File: src/rtl/core/llb_pkg.sv
package llb_pkg;

  // Field widths
  localparam int SAMPLE_W   = 12;
  localparam int LEVEL_W    = 13;
  localparam int LIT_W      = 3;
  localparam int MASK_W     = 4;
  localparam int THR_W      = 12;
  localparam int HYST_W     = 10;
  localparam int OFS_W      = 11;
  localparam int EFF_W      = 14;
  localparam int NUM_LEDS   = 4;

  // Port widths
  localparam int IN_TDATA_W  = 16;
  localparam int OUT_TDATA_W = 24;
  localparam int CFG_IDX_W   = 3;
  localparam int CFG_DATA_W  = 12;

  // Window and queue sizing
  localparam int WINDOW_DEPTH_DEF = 16;
  localparam int QUEUE_DEPTH      = 2;
  localparam int SAMPLE_MAX       = 4095;

  // Rounding to tens: (mean + 5) * 6554 >> 16 gives (mean + 5) / 10
  localparam int RECIP_W     = 13;
  localparam int RECIP_SHIFT = 16;
  localparam logic [RECIP_W-1:0] RECIP_TEN  = 13'd6554;
  localparam logic [LEVEL_W-1:0] ROUND_HALF = 13'd5;
  localparam logic [LEVEL_W-1:0] TEN        = 13'd10;

  // Register indexes
  localparam logic [CFG_IDX_W-1:0] REG_THR_ONE   = 3'd0;
  localparam logic [CFG_IDX_W-1:0] REG_THR_TWO   = 3'd1;
  localparam logic [CFG_IDX_W-1:0] REG_THR_THREE = 3'd2;
  localparam logic [CFG_IDX_W-1:0] REG_THR_FOUR  = 3'd3;
  localparam logic [CFG_IDX_W-1:0] REG_HYST      = 3'd4;
  localparam logic [CFG_IDX_W-1:0] REG_OFFSET    = 3'd5;

  // Register reset values
  localparam logic [THR_W-1:0]  THR_ONE_RST   = 12'd3000;
  localparam logic [THR_W-1:0]  THR_TWO_RST   = 12'd2300;
  localparam logic [THR_W-1:0]  THR_THREE_RST = 12'd1600;
  localparam logic [THR_W-1:0]  THR_FOUR_RST  = 12'd900;
  localparam logic [HYST_W-1:0] HYST_RST      = 10'd150;
  localparam logic [OFS_W-1:0]  OFFSET_RST    = 11'd0;

  typedef struct packed {
    logic [THR_W-1:0]  thr_one;
    logic [THR_W-1:0]  thr_two;
    logic [THR_W-1:0]  thr_three;
    logic [THR_W-1:0]  thr_four;
    logic [HYST_W-1:0] hyst;
    logic [OFS_W-1:0]  offset;
  } cfg_t;

endpackage

File: src/rtl/core/light_level_bar_with_hysteresis_top.sv
// Channel | Direction | Handshake          | Payload
// in      | input     | in_tvalid/tready   | in_tdata[11:0] light_sample
// out     | output    | out_tvalid/tready  | out_tdata: light_level, lit_count, led_mask
// cfg     | input     | cfg_valid/ready    | cfg_index register, cfg_data value
//
// The front side takes a new item only once the last one is stored, and only while its two-entry queue has room.
// The back side takes one item at a time through divide, scale, round and compare; the
// one-bit-per-cycle divider divides the window total by the fill count.
// Reset is synchronous; ring entries not yet written read as zero by the fill state,
// so no clearing pass runs. The output register lets the back side work on the next item while a
// result waits; a full queue stalls in_tready.
module light_level_bar_with_hysteresis_top #(
  parameter int WINDOW_DEPTH = llb_pkg::WINDOW_DEPTH_DEF
) (
  input  logic                            clk,
  input  logic                            rst_n,
  input  logic                            in_tvalid,
  output logic                            in_tready,
  // [11:0] light_sample
  input  logic [llb_pkg::IN_TDATA_W-1:0]  in_tdata,
  output logic                            out_tvalid,
  input  logic                            out_tready,
  // [12:0] light_level, [15:13] lit_count, [19:16] led_mask
  output logic [llb_pkg::OUT_TDATA_W-1:0] out_tdata,
  input  logic                            cfg_valid,
  output logic                            cfg_ready,
  input  logic [llb_pkg::CFG_IDX_W-1:0]   cfg_index,
  input  logic [llb_pkg::CFG_DATA_W-1:0]  cfg_data
);

  localparam int TOTAL_W = $clog2(WINDOW_DEPTH * llb_pkg::SAMPLE_MAX + 1);
  localparam int COUNT_W = $clog2(WINDOW_DEPTH + 1);
  localparam int JOB_W   = TOTAL_W + COUNT_W;

  llb_pkg::cfg_t      cfg_r;
  logic               q_push;
  logic [JOB_W-1:0]   q_wdata;
  logic               q_not_full;
  logic               q_valid;
  logic               q_pop;
  logic [JOB_W-1:0]   q_rdata;

  assign cfg_ready = 1'b1;

  // Write configuration registers; unknown indexes drop the write
  always_ff @(posedge clk) begin
    if (!rst_n) begin
      cfg_r.thr_one   <= llb_pkg::THR_ONE_RST;
      cfg_r.thr_two   <= llb_pkg::THR_TWO_RST;
      cfg_r.thr_three <= llb_pkg::THR_THREE_RST;
      cfg_r.thr_four  <= llb_pkg::THR_FOUR_RST;
      cfg_r.hyst      <= llb_pkg::HYST_RST;
      cfg_r.offset    <= llb_pkg::OFFSET_RST;
    end else if (cfg_valid && cfg_ready) begin
      unique case (cfg_index)
        llb_pkg::REG_THR_ONE:   cfg_r.thr_one   <= cfg_data;
        llb_pkg::REG_THR_TWO:   cfg_r.thr_two   <= cfg_data;
        llb_pkg::REG_THR_THREE: cfg_r.thr_three <= cfg_data;
        llb_pkg::REG_THR_FOUR:  cfg_r.thr_four  <= cfg_data;
        llb_pkg::REG_HYST:      cfg_r.hyst      <= cfg_data[llb_pkg::HYST_W-1:0];
        llb_pkg::REG_OFFSET:    cfg_r.offset    <= cfg_data[llb_pkg::OFS_W-1:0];
        default: ;
      endcase
    end
  end

  llb_front #(
    .WINDOW_DEPTH (WINDOW_DEPTH)
  ) u_front (
    .clk        (clk),
    .rst_n      (rst_n),
    .in_tvalid  (in_tvalid),
    .in_tready  (in_tready),
    .in_tdata   (in_tdata),
    .q_not_full (q_not_full),
    .q_push     (q_push),
    .q_data     (q_wdata)
  );

  llb_fifo #(
    .W (JOB_W)
  ) u_fifo (
    .clk       (clk),
    .rst_n     (rst_n),
    .push      (q_push),
    .push_data (q_wdata),
    .not_full  (q_not_full),
    .pop_valid (q_valid),
    .pop       (q_pop),
    .pop_data  (q_rdata)
  );

  llb_back #(
    .WINDOW_DEPTH (WINDOW_DEPTH)
  ) u_back (
    .clk        (clk),
    .rst_n      (rst_n),
    .cfg        (cfg_r),
    .q_valid    (q_valid),
    .q_pop      (q_pop),
    .q_data     (q_rdata),
    .out_tvalid (out_tvalid),
    .out_tready (out_tready),
    .out_tdata  (out_tdata)
  );

endmodule

File: src/rtl/core/llb_fifo.sv
module llb_fifo #(
  parameter int W = 8
) (
  input  logic         clk,
  input  logic         rst_n,
  input  logic         push,
  input  logic [W-1:0] push_data,
  output logic         not_full,
  output logic         pop_valid,
  input  logic         pop,
  output logic [W-1:0] pop_data
);

  localparam int PTR_W = $clog2(llb_pkg::QUEUE_DEPTH);
  localparam int CNT_W = $clog2(llb_pkg::QUEUE_DEPTH + 1);

  logic [W-1:0]     slot_r [llb_pkg::QUEUE_DEPTH];
  logic [PTR_W-1:0] wr_ptr_r;
  logic [PTR_W-1:0] rd_ptr_r;
  logic [CNT_W-1:0] cnt_r;
  logic             do_push;
  logic             do_pop;

  assign not_full  = (cnt_r != CNT_W'(llb_pkg::QUEUE_DEPTH));
  assign pop_valid = (cnt_r != '0);
  assign pop_data  = slot_r[rd_ptr_r];
  assign do_push   = push && not_full;
  assign do_pop    = pop && pop_valid;

  // Store pushed items
  always_ff @(posedge clk) begin
    if (do_push) begin
      slot_r[wr_ptr_r] <= push_data;
    end
  end

  // Advance pointers and occupancy
  always_ff @(posedge clk) begin
    if (!rst_n) begin
      wr_ptr_r <= '0;
      rd_ptr_r <= '0;
      cnt_r    <= '0;
    end else begin
      if (do_push) begin
        wr_ptr_r <= (wr_ptr_r == PTR_W'(llb_pkg::QUEUE_DEPTH - 1)) ? '0 : wr_ptr_r + 1'b1;
      end
      if (do_pop) begin
        rd_ptr_r <= (rd_ptr_r == PTR_W'(llb_pkg::QUEUE_DEPTH - 1)) ? '0 : rd_ptr_r + 1'b1;
      end
      if (do_push && !do_pop) begin
        cnt_r <= cnt_r + 1'b1;
      end else if (do_pop && !do_push) begin
        cnt_r <= cnt_r - 1'b1;
      end
    end
  end

endmodule

File: src/rtl/core/llb_front.sv
module llb_front #(
  parameter int WINDOW_DEPTH = llb_pkg::WINDOW_DEPTH_DEF,
  localparam int TOTAL_W = $clog2(WINDOW_DEPTH * llb_pkg::SAMPLE_MAX + 1),
  localparam int COUNT_W = $clog2(WINDOW_DEPTH + 1),
  localparam int JOB_W   = TOTAL_W + COUNT_W
) (
  input  logic                           clk,
  input  logic                           rst_n,
  input  logic                           in_tvalid,
  output logic                           in_tready,
  input  logic [llb_pkg::IN_TDATA_W-1:0] in_tdata,
  input  logic                           q_not_full,
  output logic                           q_push,
  output logic [JOB_W-1:0]               q_data
);

  localparam int SLOT_W = $clog2(WINDOW_DEPTH);

  typedef enum logic [1:0] {
    F_IDLE = 2'b01,
    F_UPD  = 2'b10
  } front_state_t;

  front_state_t                   state_r, state_nxt;
  logic [llb_pkg::SAMPLE_W-1:0]   ring [WINDOW_DEPTH];
  logic [llb_pkg::SAMPLE_W-1:0]   old_r;
  logic [llb_pkg::SAMPLE_W-1:0]   sample_r;
  logic [SLOT_W-1:0]              slot_r, slot_nxt;
  logic [TOTAL_W-1:0]             total_r, total_nxt;
  logic                           full_r, full_nxt;
  logic [llb_pkg::SAMPLE_W-1:0]   old_eff;
  logic [COUNT_W-1:0]             count;
  logic                           accept;

  assign in_tready = (state_r == F_IDLE) && q_not_full;
  assign accept    = in_tvalid && in_tready;

  // Read the outgoing entry and write the new sample
  always_ff @(posedge clk) begin
    if (accept) begin
      old_r    <= ring[slot_r];
      sample_r <= in_tdata[llb_pkg::SAMPLE_W-1:0];
    end
    if (state_r == F_UPD) begin
      ring[slot_r] <= sample_r;
    end
  end

  // Update window total, slot and fill state
  always_comb begin
    old_eff   = full_r ? old_r : '0;
    total_nxt = total_r - TOTAL_W'(old_eff) + TOTAL_W'(sample_r);
    slot_nxt  = (slot_r == SLOT_W'(WINDOW_DEPTH - 1)) ? '0 : slot_r + 1'b1;
    full_nxt  = full_r || (slot_nxt == '0);
    count     = full_nxt ? COUNT_W'(WINDOW_DEPTH) : COUNT_W'(slot_nxt);
    q_push    = (state_r == F_UPD);
    q_data    = {count, total_nxt};
  end

  always_comb begin
    state_nxt = state_r;
    unique case (state_r)
      F_IDLE: begin
        if (accept) state_nxt = F_UPD;
      end
      F_UPD: begin
        state_nxt = F_IDLE;
      end
      default: state_nxt = F_IDLE;
    endcase
  end

  always_ff @(posedge clk) begin
    if (!rst_n) begin
      state_r <= F_IDLE;
      slot_r  <= '0;
      total_r <= '0;
      full_r  <= 1'b0;
    end else begin
      state_r <= state_nxt;
      if (state_r == F_UPD) begin
        slot_r  <= slot_nxt;
        total_r <= total_nxt;
        full_r  <= full_nxt;
      end
    end
  end

endmodule

File: src/rtl/core/llb_back.sv
module llb_back #(
  parameter int WINDOW_DEPTH = llb_pkg::WINDOW_DEPTH_DEF,
  localparam int TOTAL_W = $clog2(WINDOW_DEPTH * llb_pkg::SAMPLE_MAX + 1),
  localparam int COUNT_W = $clog2(WINDOW_DEPTH + 1),
  localparam int JOB_W   = TOTAL_W + COUNT_W
) (
  input  logic                            clk,
  input  logic                            rst_n,
  input  llb_pkg::cfg_t                   cfg,
  input  logic                            q_valid,
  output logic                            q_pop,
  input  logic [JOB_W-1:0]                q_data,
  output logic                            out_tvalid,
  input  logic                            out_tready,
  output logic [llb_pkg::OUT_TDATA_W-1:0] out_tdata
);

  localparam int STEP_W = $clog2(TOTAL_W);
  localparam int PROD_W = llb_pkg::LEVEL_W + llb_pkg::RECIP_W;
  localparam int QT_W   = PROD_W - llb_pkg::RECIP_SHIFT;
  localparam int PAD_W  = llb_pkg::OUT_TDATA_W - llb_pkg::LEVEL_W - llb_pkg::LIT_W
                          - llb_pkg::MASK_W;

  typedef enum logic [4:0] {
    B_IDLE  = 5'b00001,
    B_DIV   = 5'b00010,
    B_SCALE = 5'b00100,
    B_ROUND = 5'b01000,
    B_CMP   = 5'b10000
  } back_state_t;

  back_state_t                    state_r, state_nxt;
  logic [COUNT_W-1:0]             rem_r;
  logic [TOTAL_W-1:0]             quo_r;
  logic [COUNT_W-1:0]             div_r;
  logic [STEP_W-1:0]              step_r;
  logic [PROD_W-1:0]              prod_r;
  logic [llb_pkg::LEVEL_W-1:0]    level_r;
  logic [llb_pkg::LIT_W-1:0]      prev_lit_r;
  logic                           out_valid_r;
  logic [llb_pkg::OUT_TDATA_W-1:0] out_data_r;

  logic [COUNT_W:0]               shifted;
  logic [COUNT_W:0]               diff;
  logic [COUNT_W-1:0]             rem_nxt;
  logic                           qbit;
  logic [llb_pkg::LEVEL_W-1:0]    mean_half;
  logic [QT_W-1:0]                tens;
  logic [llb_pkg::LEVEL_W-1:0]    tens_ext;
  logic signed [llb_pkg::EFF_W-1:0] thr [llb_pkg::NUM_LEDS];
  logic signed [llb_pkg::EFF_W-1:0] eff;
  logic signed [llb_pkg::EFF_W-1:0] ofs_ext;
  logic signed [llb_pkg::EFF_W-1:0] lvl_ext;
  logic [llb_pkg::LIT_W-1:0]      lit;
  logic [llb_pkg::MASK_W-1:0]     mask;
  logic                           out_free;

  assign out_free   = !out_valid_r || out_tready;
  assign out_tvalid = out_valid_r;
  assign out_tdata  = out_data_r;
  assign q_pop      = (state_r == B_IDLE) && q_valid;

  // One restoring divide step: remainder stays below the divisor
  always_comb begin
    shifted = {rem_r, quo_r[TOTAL_W-1]};
    diff    = shifted - {1'b0, div_r};
    qbit    = !diff[COUNT_W];
    rem_nxt = qbit ? diff[COUNT_W-1:0] : shifted[COUNT_W-1:0];
  end

  // Round the mean to tens by reciprocal multiply
  always_comb begin
    mean_half = {1'b0, quo_r[llb_pkg::SAMPLE_W-1:0]} + llb_pkg::ROUND_HALF;
    tens      = prod_r[PROD_W-1:llb_pkg::RECIP_SHIFT];
    tens_ext  = llb_pkg::LEVEL_W'(tens);
  end

  // Compare level against each threshold, highest passing LED wins
  always_comb begin
    thr[0]  = $signed({2'b00, cfg.thr_one});
    thr[1]  = $signed({2'b00, cfg.thr_two});
    thr[2]  = $signed({2'b00, cfg.thr_three});
    thr[3]  = $signed({2'b00, cfg.thr_four});
    ofs_ext = $signed({{(llb_pkg::EFF_W - llb_pkg::OFS_W){cfg.offset[llb_pkg::OFS_W-1]}},
                       cfg.offset});
    lvl_ext = $signed({1'b0, level_r});
    lit     = '0;
    eff     = '0;
    for (int i = 0; i < llb_pkg::NUM_LEDS; i++) begin
      eff = thr[i] + ofs_ext;
      if (prev_lit_r > llb_pkg::LIT_W'(i)) begin
        eff = eff + $signed({4'b0000, cfg.hyst});
      end
      if (lvl_ext < eff) begin
        lit = llb_pkg::LIT_W'(i + 1);
      end
    end
    for (int i = 0; i < llb_pkg::MASK_W; i++) begin
      mask[i] = (llb_pkg::LIT_W'(i) < lit);
    end
  end

  always_comb begin
    state_nxt = state_r;
    unique case (state_r)
      B_IDLE: begin
        if (q_valid) state_nxt = B_DIV;
      end
      B_DIV: begin
        if (step_r == '0) state_nxt = B_SCALE;
      end
      B_SCALE: state_nxt = B_ROUND;
      B_ROUND: state_nxt = B_CMP;
      B_CMP: begin
        if (out_free) state_nxt = B_IDLE;
      end
      default: state_nxt = B_IDLE;
    endcase
  end

  // Datapath registers
  always_ff @(posedge clk) begin
    if (q_pop) begin
      rem_r  <= '0;
      quo_r  <= q_data[TOTAL_W-1:0];
      div_r  <= q_data[JOB_W-1:TOTAL_W];
      step_r <= STEP_W'(TOTAL_W - 1);
    end else if (state_r == B_DIV) begin
      rem_r  <= rem_nxt;
      quo_r  <= {quo_r[TOTAL_W-2:0], qbit};
      step_r <= step_r - 1'b1;
    end
    if (state_r == B_SCALE) begin
      prod_r <= mean_half * llb_pkg::RECIP_TEN;
    end
    if (state_r == B_ROUND) begin
      level_r <= tens_ext * llb_pkg::TEN;
    end
    if (state_r == B_CMP && out_free) begin
      out_data_r <= {{PAD_W{1'b0}}, mask, lit, level_r};
    end
  end

  // Control: state, LED history and output valid
  always_ff @(posedge clk) begin
    if (!rst_n) begin
      state_r     <= B_IDLE;
      prev_lit_r  <= '0;
      out_valid_r <= 1'b0;
    end else begin
      state_r <= state_nxt;
      if (state_r == B_CMP && out_free) begin
        prev_lit_r  <= lit;
        out_valid_r <= 1'b1;
      end else if (out_tready) begin
        out_valid_r <= 1'b0;
      end
    end
  end

endmodule
File: config.mk
export PLATFORM = sky130hd
export DESIGN_NAME = light_level_bar_with_hysteresis_top
export DESIGN_NICKNAME = d
export VERILOG_FILES = /design/src/rtl/core/llb_pkg.sv /design/src/rtl/core/light_level_bar_with_hysteresis_top.sv /design/src/rtl/core/llb_fifo.sv /design/src/rtl/core/llb_front.sv /design/src/rtl/core/llb_back.sv
export SDC_FILE = /design/constraint.sdc
export NUM_CORES = 1
export LEC_CHECK = 0
export BUFFER_PORTS_ARGS = -buffer_cell sky130_fd_sc_hd__buf_4
export CAP_MARGIN = 20
export CORE_ASPECT_RATIO = 0.9
export CORE_UTILIZATION = 26
export DETAILED_ROUTE_END_ITERATION = 12
export GPL_ROUTABILITY_DRIVEN = 0
export PLACE_DENSITY = 0.46
export SETUP_SLACK_MARGIN = 0.1
export SYNTH_ARGS = -nofsm -noshare
export SYNTH_HDL_FRONTEND = slang
export SYNTH_SLANG_ARGS = --single-unit
File: constraint.sdc
create_clock -name clk -period 8.3 [get_ports clk]
set_input_delay 0.83 -clock clk [delete_from_list [all_inputs] [get_ports clk]]
set_output_delay 0.83 -clock clk [all_outputs]
set_load 0.05 [all_outputs]
==> flow_summary.toml, run 1 <==
[synthesis]
ys_async_sr_fraction_pct = 0
synth.distinct_cells = 83
yosys_register_bits = 434
synth_ff_type = "edfxtp_1"
synth_edf_count = 319
yosysSeqAreaShare_pct = 45.4
avgSynthCellArea_sq_um = 11.2
synth.yosys.warnings = 0
synthCells = 2346
synthesis.area_sq_um = 26200

[floorplanning]
num_rows = 110
die_area_sq_um = 102000
initial_core_util_pct = 26.2
die_h_microns = 303
die_w_microns = 337
placeableCoreArea_sq_um = 99900
io_pins = 63

[sta]
setup_ws_ns = 1.93
setup_tns_ns = 0
fin_crit_ns = 6.37
rsz0062_at_grt = "no"
final_max_slew_viol_count = 0
worst_pin_slew_ns = 1.08
finalHoldViolCount = 0
clock_skew_ns = 0.0336
relSlewSlack_pct = 28.0
fmax_ghz = 0.157
setup_viol = 0
finalCritPeriodShare_pct = 76.7

[route]
drtIter0Drc = 944
finalWirelength_microns = 65400
drc = 0
viasPerCell = 4.62
ant_nets = 0
avgRoutedWirePerCell_microns = 17.3
dr.pass1.iters = 7
vias = 17500

[worst_hold_path]
hp-start = "in_tdata[4]"
hold_path_class = "in2reg"
min_delay_path_depth = 1
hold_end = "u_front.sample_r[4]"

[clocking]
cts_tree = "done"
clk_pin_slew_ns = 0.06
cts_buffers = 48
clockBufferDepth = 3
hold_buffers = 0
clock_latency_ns = 0.62
cts_sinks = 434
cts.repair.resized = 0
cts_setup_buffers = 0
htreeDepth = 2
cts-root-buf = "clkbuf_16"

[place]
port_buffers = 52
dp_cells = 3690
preCtsSetupSlack_ns = 1.90
place_area_sq_um = 28200
post-dp-hpwl_microns = 47900

[grt]
first_global_vias = 17600
overflow = 0
grt_pass1_wl_microns = 102000
grt_max_degree = 56
grt_usage_pct = 12.9
antenna_found_initial = 0

[final_layout]
nNetsFinal = 2775
final_cell_mix = "319 x edfxtp_1, 277 x ha_1, 267 x nand2_1"
final_util_pct = 29.8
layout.cells.non_filler = 3780
diodes = 0
final_cell_area_sq_um = 29800
drive_gt1_share_pct = 11.0
final_common_cell = "edfxtp_1"
area_growth_pct = 13.7

[critical_path]
worst_setup_path_end_kind = "register"
critical_path_class = "reg2reg"
worstPathRequired_ns = 8.65
startpoint_type = "register"
critPathMaxFanout = 6
slowest_stage = "fa_1"
reg2reg_depth = 21
r2r_end = "u_back.prod_r[25]"
r2r_start = "u_back.quo_r[3]"
crit_arrival_ns = 6.71
crit_path_max_incr_delay_ns = 0.55
rrSetupSlack_ns = 1.93
path_cells = "nand4_1 -> or2_2 -> nor2_1 -> xor2_1 -> ha_1 -> inv_1 -> fa_1 -> inv_1 -> fa_1 -> inv_1 -> fa_1 -> fa_1 -> inv_1 -> ha_1 -> a21o_1 -> a21o_1 -> a21oi_1 -> a31oi_1 -> o21a_1 -> o31a_1 -> a311o_1"

[power]
cellLeakagePower_nw = 11.4
peakVddDrop_mv = 1.07
power_density_nw_per_um2 = 465

[flow_run]
maxCapViolations = 0

[run_status]
run_status = "completed"
-- final cells by class --
cell class	count	area [sq um]
clock buffer	63	1330
clock inverter	25	224
inverter	210	788
multi-input combinational	1632	13300
sequential	434	11900
tap	1344	1680
timing repair buffer	72	576
fill	10200	70100
-- stage by stage --
stage,hold WS [ns],power [mW]
floorplan,0.433,9.75
CTS,0.335,14.1
finish,0.381,13.8
global route,0.351,15.5
global placement,0.446,11.7
detailed placement,0.446,11.9
-- sequential cells by signal (all words and copies together), names as in the netlist, 12 cells and up, named ones only --
| register | count |
|---|---|
| cfg_r | 69 |
| u_back.level_r | 12 |
| u_back.out_tdata | 18 |
| u_front.total_r | 16 |
| u_front.ring | 192 |
| u_back.quo_r | 16 |
| u_front.old_r | 12 |
| u_front.sample_r | 12 |
| u_fifo.slot_r | 42 |
-- layer usage --
layer | vias up | global-route usage (%) | routed length (microns)
met5 | - | 0 | 0
met2 | 324 | 21.6 | 30500
met4 | 0 | 4.03 | 1800
li1 | 8542 | - | -
met1 | 8522 | 17.3 | 30800
met3 | 94 | 1.60 | 2290
-- cell families after synthesis --
group	after synthesis	share of synthesized area, %
compound gates	464	11.2
xor+xnor	117	3.91
fa+ha+maj	341	18.1
buf+inv	284	4.17
flops	434	45.4
mux	102	6.80
other cells	2	0.0287
simple gates	602	10.4
-- critical path, delay by kind of cell (launching register included) --
family          cells  cell delay (ns)
fa+ha+maj           6             2.69
simple gates        3             0.65
buf+inv             4             0.23
xor+xnor            1             0.52
flops               1             0.45
compound gates      7             1.54
-- cells in the mapped netlist, types with 21 or more instances --
| master | number | share of area, % |
|---|---|---|
| nor2_1 | 123 | 1.8 |
| xor2_1 | 35 | 1.2 |
| a21o_1 | 34 | 0.97 |
| nor3_1 | 39 | 0.75 |
| nor2b_1 | 25 | 0.60 |
| o21a_1 | 21 | 0.60 |
| dfxtp_1 | 115 | 8.8 |
| xnor2_1 | 82 | 2.7 |
| fa_1 | 64 | 4.9 |
| a211oi_1 | 23 | 0.66 |
| o21ai_0 | 121 | 2.3 |
| a21oi_1 | 151 | 2.9 |
| mux2i_1 | 35 | 1.3 |
| clkbuf_1 | 57 | 0.82 |
| inv_1 | 208 | 3.0 |
| nand3_1 | 58 | 1.1 |
| mux4_2 | 60 | 5.2 |
| edfxtp_1 | 319 | 37 |
| ha_1 | 277 | 13 |
| nand2_1 | 267 | 3.8 |
-- worst max path at each step --
stage / start / end / slack [ns] / cells after the start
6_report: u_back.quo_r[3] / u_back.prod_r[25] / 1.93 / 21
5_1_grt: u_back.quo_r[0] / u_back.prod_r[25] / 1.51 / 21
4_1_cts: u_back.quo_r[0] / u_back.prod_r[25] / 1.87 / 21
3_5_place_dp: u_back.quo_r[0] / u_back.prod_r[25] / 1.90 / 21
3_3_place_gp: u_back.quo_r[3] / u_back.prod_r[25] / 1.91 / 21
2_1_floorplan: u_back.quo_r[2] / u_back.prod_r[25] / 2.48 / 22
-- where the power goes --
part           switching (mW)  internal [mW]  total, mW
logic                    4.83           3.88       8.70
registers               0.145           2.88       3.02
clock network           0.907           1.20       2.11
(Power assumes the default switching activity.)
==> run 2: changes to the inputs <==
==> constraint.sdc (replaced) <==
create_clock -name clk -period 6.6 [get_ports clk]
set_input_delay 0.66 -clock clk [delete_from_list [all_inputs] [get_ports clk]]
set_output_delay 0.66 -clock clk [all_outputs]
set_load 0.05 [all_outputs]
==> flow_summary.toml, run 2 (synthesis gave the netlist of run 1 again) <==
[sta]
relSlewSlack_pct = 26.0
setup_viol = 0
clock_skew_ns = 0.0339
finalHoldViolCount = 0
setup_tns_ns = 0
fin_crit_ns = 6.15
rsz0062_at_grt = "no"
finalCritPeriodShare_pct = 93.1
worst_pin_slew_ns = 1.11
fmax_ghz = 0.163
final_max_slew_viol_count = 0

[clocking]
cts-root-buf = "clkbuf_16"
cts_setup_buffers = 0
cts_buffers = 47
cts_tree = "done"
cts_sinks = 434
clockBufferDepth = 3
cts.repair.resized = 0
hold_buffers = 0
htreeDepth = 2
clk_pin_slew_ns = 0.06
clock_latency_ns = 0.62

[floorplanning]
placeableCoreArea_sq_um = 99900
die_h_microns = 303
io_pins = 63
die_area_sq_um = 102000
initial_core_util_pct = 26.2
die_w_microns = 337
num_rows = 110

[grt]
first_global_vias = 17300
grt_usage_pct = 12.7
antenna_found_initial = 0
overflow = 0
grt_max_degree = 56
grt_pass1_wl_microns = 100000

[power]
peakVddDrop_mv = 1.11
power_density_nw_per_um2 = 576
power_mw = 17.2
cellLeakagePower_nw = 11.5

[final_layout]
seq_area_sq_um = 11900
drive_gt1_share_pct = 10.8
area_growth_pct = 13.8
top_register = "u_front.ring"
largest_register_ffs = 192
nFillCells = 10200
final_common_cell = "edfxtp_1"
final_cell_mix = "319 x edfxtp_1, 277 x ha_1, 267 x nand2_1"
top_regs = "u_front.ring x192, cfg_r x69, u_fifo.slot_r x42"
diodes = 0
multi_input_area_sq_um = 13300
nNetsFinal = 2779

[critical_path]
rrSetupSlack_ns = 0.45
worst_setup_path_end_kind = "register"
cp_top_family = "adder cells"
slowest_stage = "fa_1"
critical_path_class = "reg2reg"
path_cells = "nand4_1 -> or2_2 -> xnor2_1 -> ha_1 -> fa_1 -> fa_1 -> inv_1 -> fa_1 -> fa_1 -> inv_1 -> ha_1 -> a21o_1 -> a21o_1 -> a21oi_1 -> a31oi_1 -> o21a_1 -> o31a_1 -> a311o_1"
crit_arrival_ns = 6.49
worstPathRequired_ns = 6.94
cpMostUsedCell = "fa_1"
crit_path_max_incr_delay_ns = 0.55
critPathBufInv = 2
critPathMaxFanout = 6
startpoint_type = "register"

[route]
vias = 17400
ant_nets = 0
dr.pass1.iters = 5
drtIter0Drc = 936
viasPerCell = 4.61
finalWirelength_microns = 65100
drc = 0
avgRoutedWirePerCell_microns = 17.2

[flow_run]
maxCapViolations = 0

[run_status]
run_status = "completed"

[worst_hold_path]
hold_path_class = "in2reg"

[place]
port_buffers = 52
post-dp-hpwl_microns = 47600
[run 2: per-stage QoR]
stage          instances  setup slack [ns]  hold slack (ns)  area, sq um  utilization [%]
2_1_floorplan       2350             0.782            0.433        26200                -
3_3_place_gp        3695             0.451            0.446        28200             28.2
3_5_place_dp        3695             0.383            0.449        28200             28.2
4_1_cts             3779             0.393            0.163        29700             29.8
5_1_grt             3781             0.139            0.174        29800             29.8
6_report            3781             0.454            0.215        29800             29.8
[run 2: metal layers]
layer  routed length, microns  up-vias  track usage [%]
met5                        0        -                0
met4                     1330        0             3.31
met3                     2150       76             1.76
met2                    30600      267             21.3
met1                    31000     8512             17.2
li1                         -     8567                -
[run 2: final timing paths]
| check | depth (start not counted) | to | startpoint |
|---|---|---|---|
| setup reg to reg | 18 | u_back.prod_r[25] | u_back.quo_r[3] |
| hold reg to reg | 2 | u_front.total_r[7] | u_front.total_r[7] |
| hold / removal | 1 | u_front.sample_r[0] | in_tdata[0] |
| setup / recovery | 18 | u_back.prod_r[25] | u_back.quo_r[3] |
[run 2: power by group]
part / switching, mW / leakage [nW] / internal (mW)
logic: 5.90 / 6.89 / 4.82
clock network: 1.14 / 0.741 / 1.52
registers: 0.167 / 3.82 / 3.62
[run 2: area by class of cell]
class | count | area share (%)
clock buffer | 58 | 4.09
clock inverter | 26 | 1.07
timing repair buffer | 77 | 2.03
tap | 1344 | 5.65
multi-input combinational | 1632 | 44.6
inverter | 210 | 2.65
sequential | 434 | 39.9
==> run 3: changes to the inputs <==
--- a/config.mk
+++ b/config.mk
@@ -5,6 +5,7 @@
 export SDC_FILE = /design/constraint.sdc
 export NUM_CORES = 1
 export LEC_CHECK = 0
+export ABC_AREA = 1
 export BUFFER_PORTS_ARGS = -buffer_cell sky130_fd_sc_hd__buf_4
 export CAP_MARGIN = 20
 export CORE_ASPECT_RATIO = 0.9
==> constraint.sdc (replaced) <==
create_clock -name clk -period 7.5 [get_ports clk]
set_input_delay 0.75 -clock clk [delete_from_list [all_inputs] [get_ports clk]]
set_output_delay 0.75 -clock clk [all_outputs]
set_load 0.05 [all_outputs]
==> flow_summary.toml, run 3 <==
[synthesis]
yosys_register_bits = 434
avgSynthCellArea_sq_um = 9.14
yosysSeqAreaShare_pct = 44.3
synth_most_common_cell = "nand2_1"
synth_top_cell_by_area = "edfxtp_1"
synthCells = 2936
ys_top_cells_by_count = "478 x nand2_1, 373 x inv_1, 324 x nor2_1, 319 x edfxtp_1, 277 x ha_1"
synthTopCellsByArea = "edfxtp_1 36%, ha_1 13%, dfxtp_1 8.6%"
synth.distinct_cells = 55
ys_async_sr_fraction_pct = 0
synth_ff_type = "edfxtp_1"
synth_top_area_share_pct = 35.7
synth.yosys.warnings = 0
synth_edf_count = 319
synthesis.area_sq_um = 26800

[sta]
setup_tns_ns = 0
rsz0062_at_grt = "no"
relSlewSlack_pct = 29.4
finalCritPeriodShare_pct = 82.0
worst_pin_slew_ns = 1.06
fmax_ghz = 0.163
final_max_slew_viol_count = 0
finalHoldViolCount = 0
fin_crit_ns = 6.15
clock_skew_ns = 0.0309
setup_viol = 0
setup_ws_ns = 1.35

[clocking]
cts_setup_buffers = 0
cts.repair.resized = 0
clock_latency_ns = 0.61
clockBufferDepth = 3
htreeDepth = 2
clk_pin_slew_ns = 0.06
cts_buffers = 46
cts-root-buf = "clkbuf_16"
hold_buffers = 0
cts_sinks = 434
cts_tree = "done"

[route]
dr.max_layer_used = "met4"
vias = 19400
wl_met2_microns = 31600
wl_met3_microns = 2310
drc = 0
dr.pass1.iters = 5
wl_met1_microns = 34100
viasPerCell = 4.44
ant_nets = 0
finalWirelength_microns = 68900
avgRoutedWirePerCell_microns = 15.7
drtIter0Drc = 1141

[place]
post-dp-hpwl_microns = 49600
preCtsSetupSlack_ns = 1.28
dp_cells = 4297
port_buffers = 52

[critical_path]
r2r_start = "u_back.quo_r[0]"
critical_path_class = "reg2reg"
worst_setup_path_end_kind = "register"
r2r_end = "u_back.prod_r[23]"
critPathMaxFanout = 6
worstPathRequired_ns = 7.84
startpoint_type = "register"
reg2reg_depth = 21
rrSetupSlack_ns = 1.35
crit_arrival_ns = 6.49

[final_layout]
final_cell_mix = "478 x nand2_1, 373 x inv_1, 319 x edfxtp_1"
top_register = "u_front.ring"
seq_area_sq_um = 11900
largest_register_ffs = 192
final_common_cell = "nand2_1"
layout.cells.non_filler = 4382
nNetsFinal = 3368
drive_gt1_share_pct = 7.31
top_regs = "u_front.ring x192, cfg_r x69, u_fifo.slot_r x42"
area_growth_pct = 13.5
final_util_pct = 29.8
nFillCells = 10800
multi_input_area_sq_um = 13200

[floorplanning]
die_area_sq_um = 104000
initial_core_util_pct = 26.3
num_rows = 111
die_w_microns = 341
io_pins = 63
placeableCoreArea_sq_um = 102000
die_h_microns = 307

[run_status]
run_status = "completed"

[worst_hold_path]
hold_end = "u_front.sample_r[2]"
hold_path_class = "in2reg"
min_delay_path_depth = 1
hp-start = "in_tdata[2]"

[grt]
grt_max_degree = 85
grt_usage_pct = 13.1
antenna_found_initial = 0
grt_pass1_wl_microns = 107000
overflow = 0
first_global_vias = 18600

[flow_run]
maxCapViolations = 0
run 3: layout make-up:
class | count | area share [%]
diodes | 1 | 0.00822
inverters | 383 | 4.72
clock inverters | 27 | 1.20
clock buffers | 55 | 3.92
multi-input cells | 2039 | 43.4
repair buffers | 87 | 2.18
flip-flops and latches | 434 | 39.0
well taps | 1356 | 5.57
run 3: worst max-delay path by stage:
stage                              endpoint       startpoint
after global placement    u_back.prod_r[24]  u_back.quo_r[0]
after CTS                 u_back.prod_r[23]  u_back.quo_r[0]
final                     u_back.prod_r[23]  u_back.quo_r[0]
after global routing      u_back.prod_r[23]  u_back.quo_r[0]
after floorplan           u_back.prod_r[24]  u_back.quo_r[0]
after detailed placement  u_back.prod_r[23]  u_back.quo_r[0]
run 3: per-stage QoR:
step | instance area (sq um) | hold slack [ns]
after floorplan | 26800 | 0.426
after global placement | 28900 | 0.438
after detailed placement | 28900 | 0.444
after CTS | 30400 | 0.267
after global routing | 30500 | 0.273
final | 30500 | 0.309
run 3: kinds of logic (layout without fill, tap and decap cells):
family	after synthesis	in the layout	share of synthesized area (%)
DFF	434	434	44.3
other	2	7	0.0280
xor gates and xnor gates	112	112	3.74
buffers and inverters	467	552	6.66
AOI/OAI and AO/OA	574	574	11.8
adders and majority gates	341	341	17.7
and+or+nand+nor	1000	1000	15.6
muxes	6	6	0.247
run 3: worst max-delay path: stages (launching register included):
cell and delay [ns]:
edfxtp_1 0.43, inv_1 0.16, o21ai_1 0.23, nand3_1 0.17, nor4_1 0.41, xor2_1 0.50
ha_1 0.22, inv_1 0.08, fa_1 0.54, inv_1 0.05, fa_1 0.55, inv_1 0.06
fa_1 0.50, fa_1 0.54, inv_1 0.04, ha_1 0.36, nand4_1 0.10, o21ai_0 0.38
nand4_1 0.20, nand2_1 0.15, a21oi_1 0.09, xnor2_1 0.12
run 3: metal layers:
layer / vias up / global-route usage (%)
met3: 71 / 1.69
met2: 272 / 21.6
met4: 0 / 2.46
met1: 9053 / 18.3
li1: 10000 / -
met5: - / 0
Power of run 3 is not shown: default switching activity piles up to over one toggle a cycle in this logic, so the estimate is an artifact.
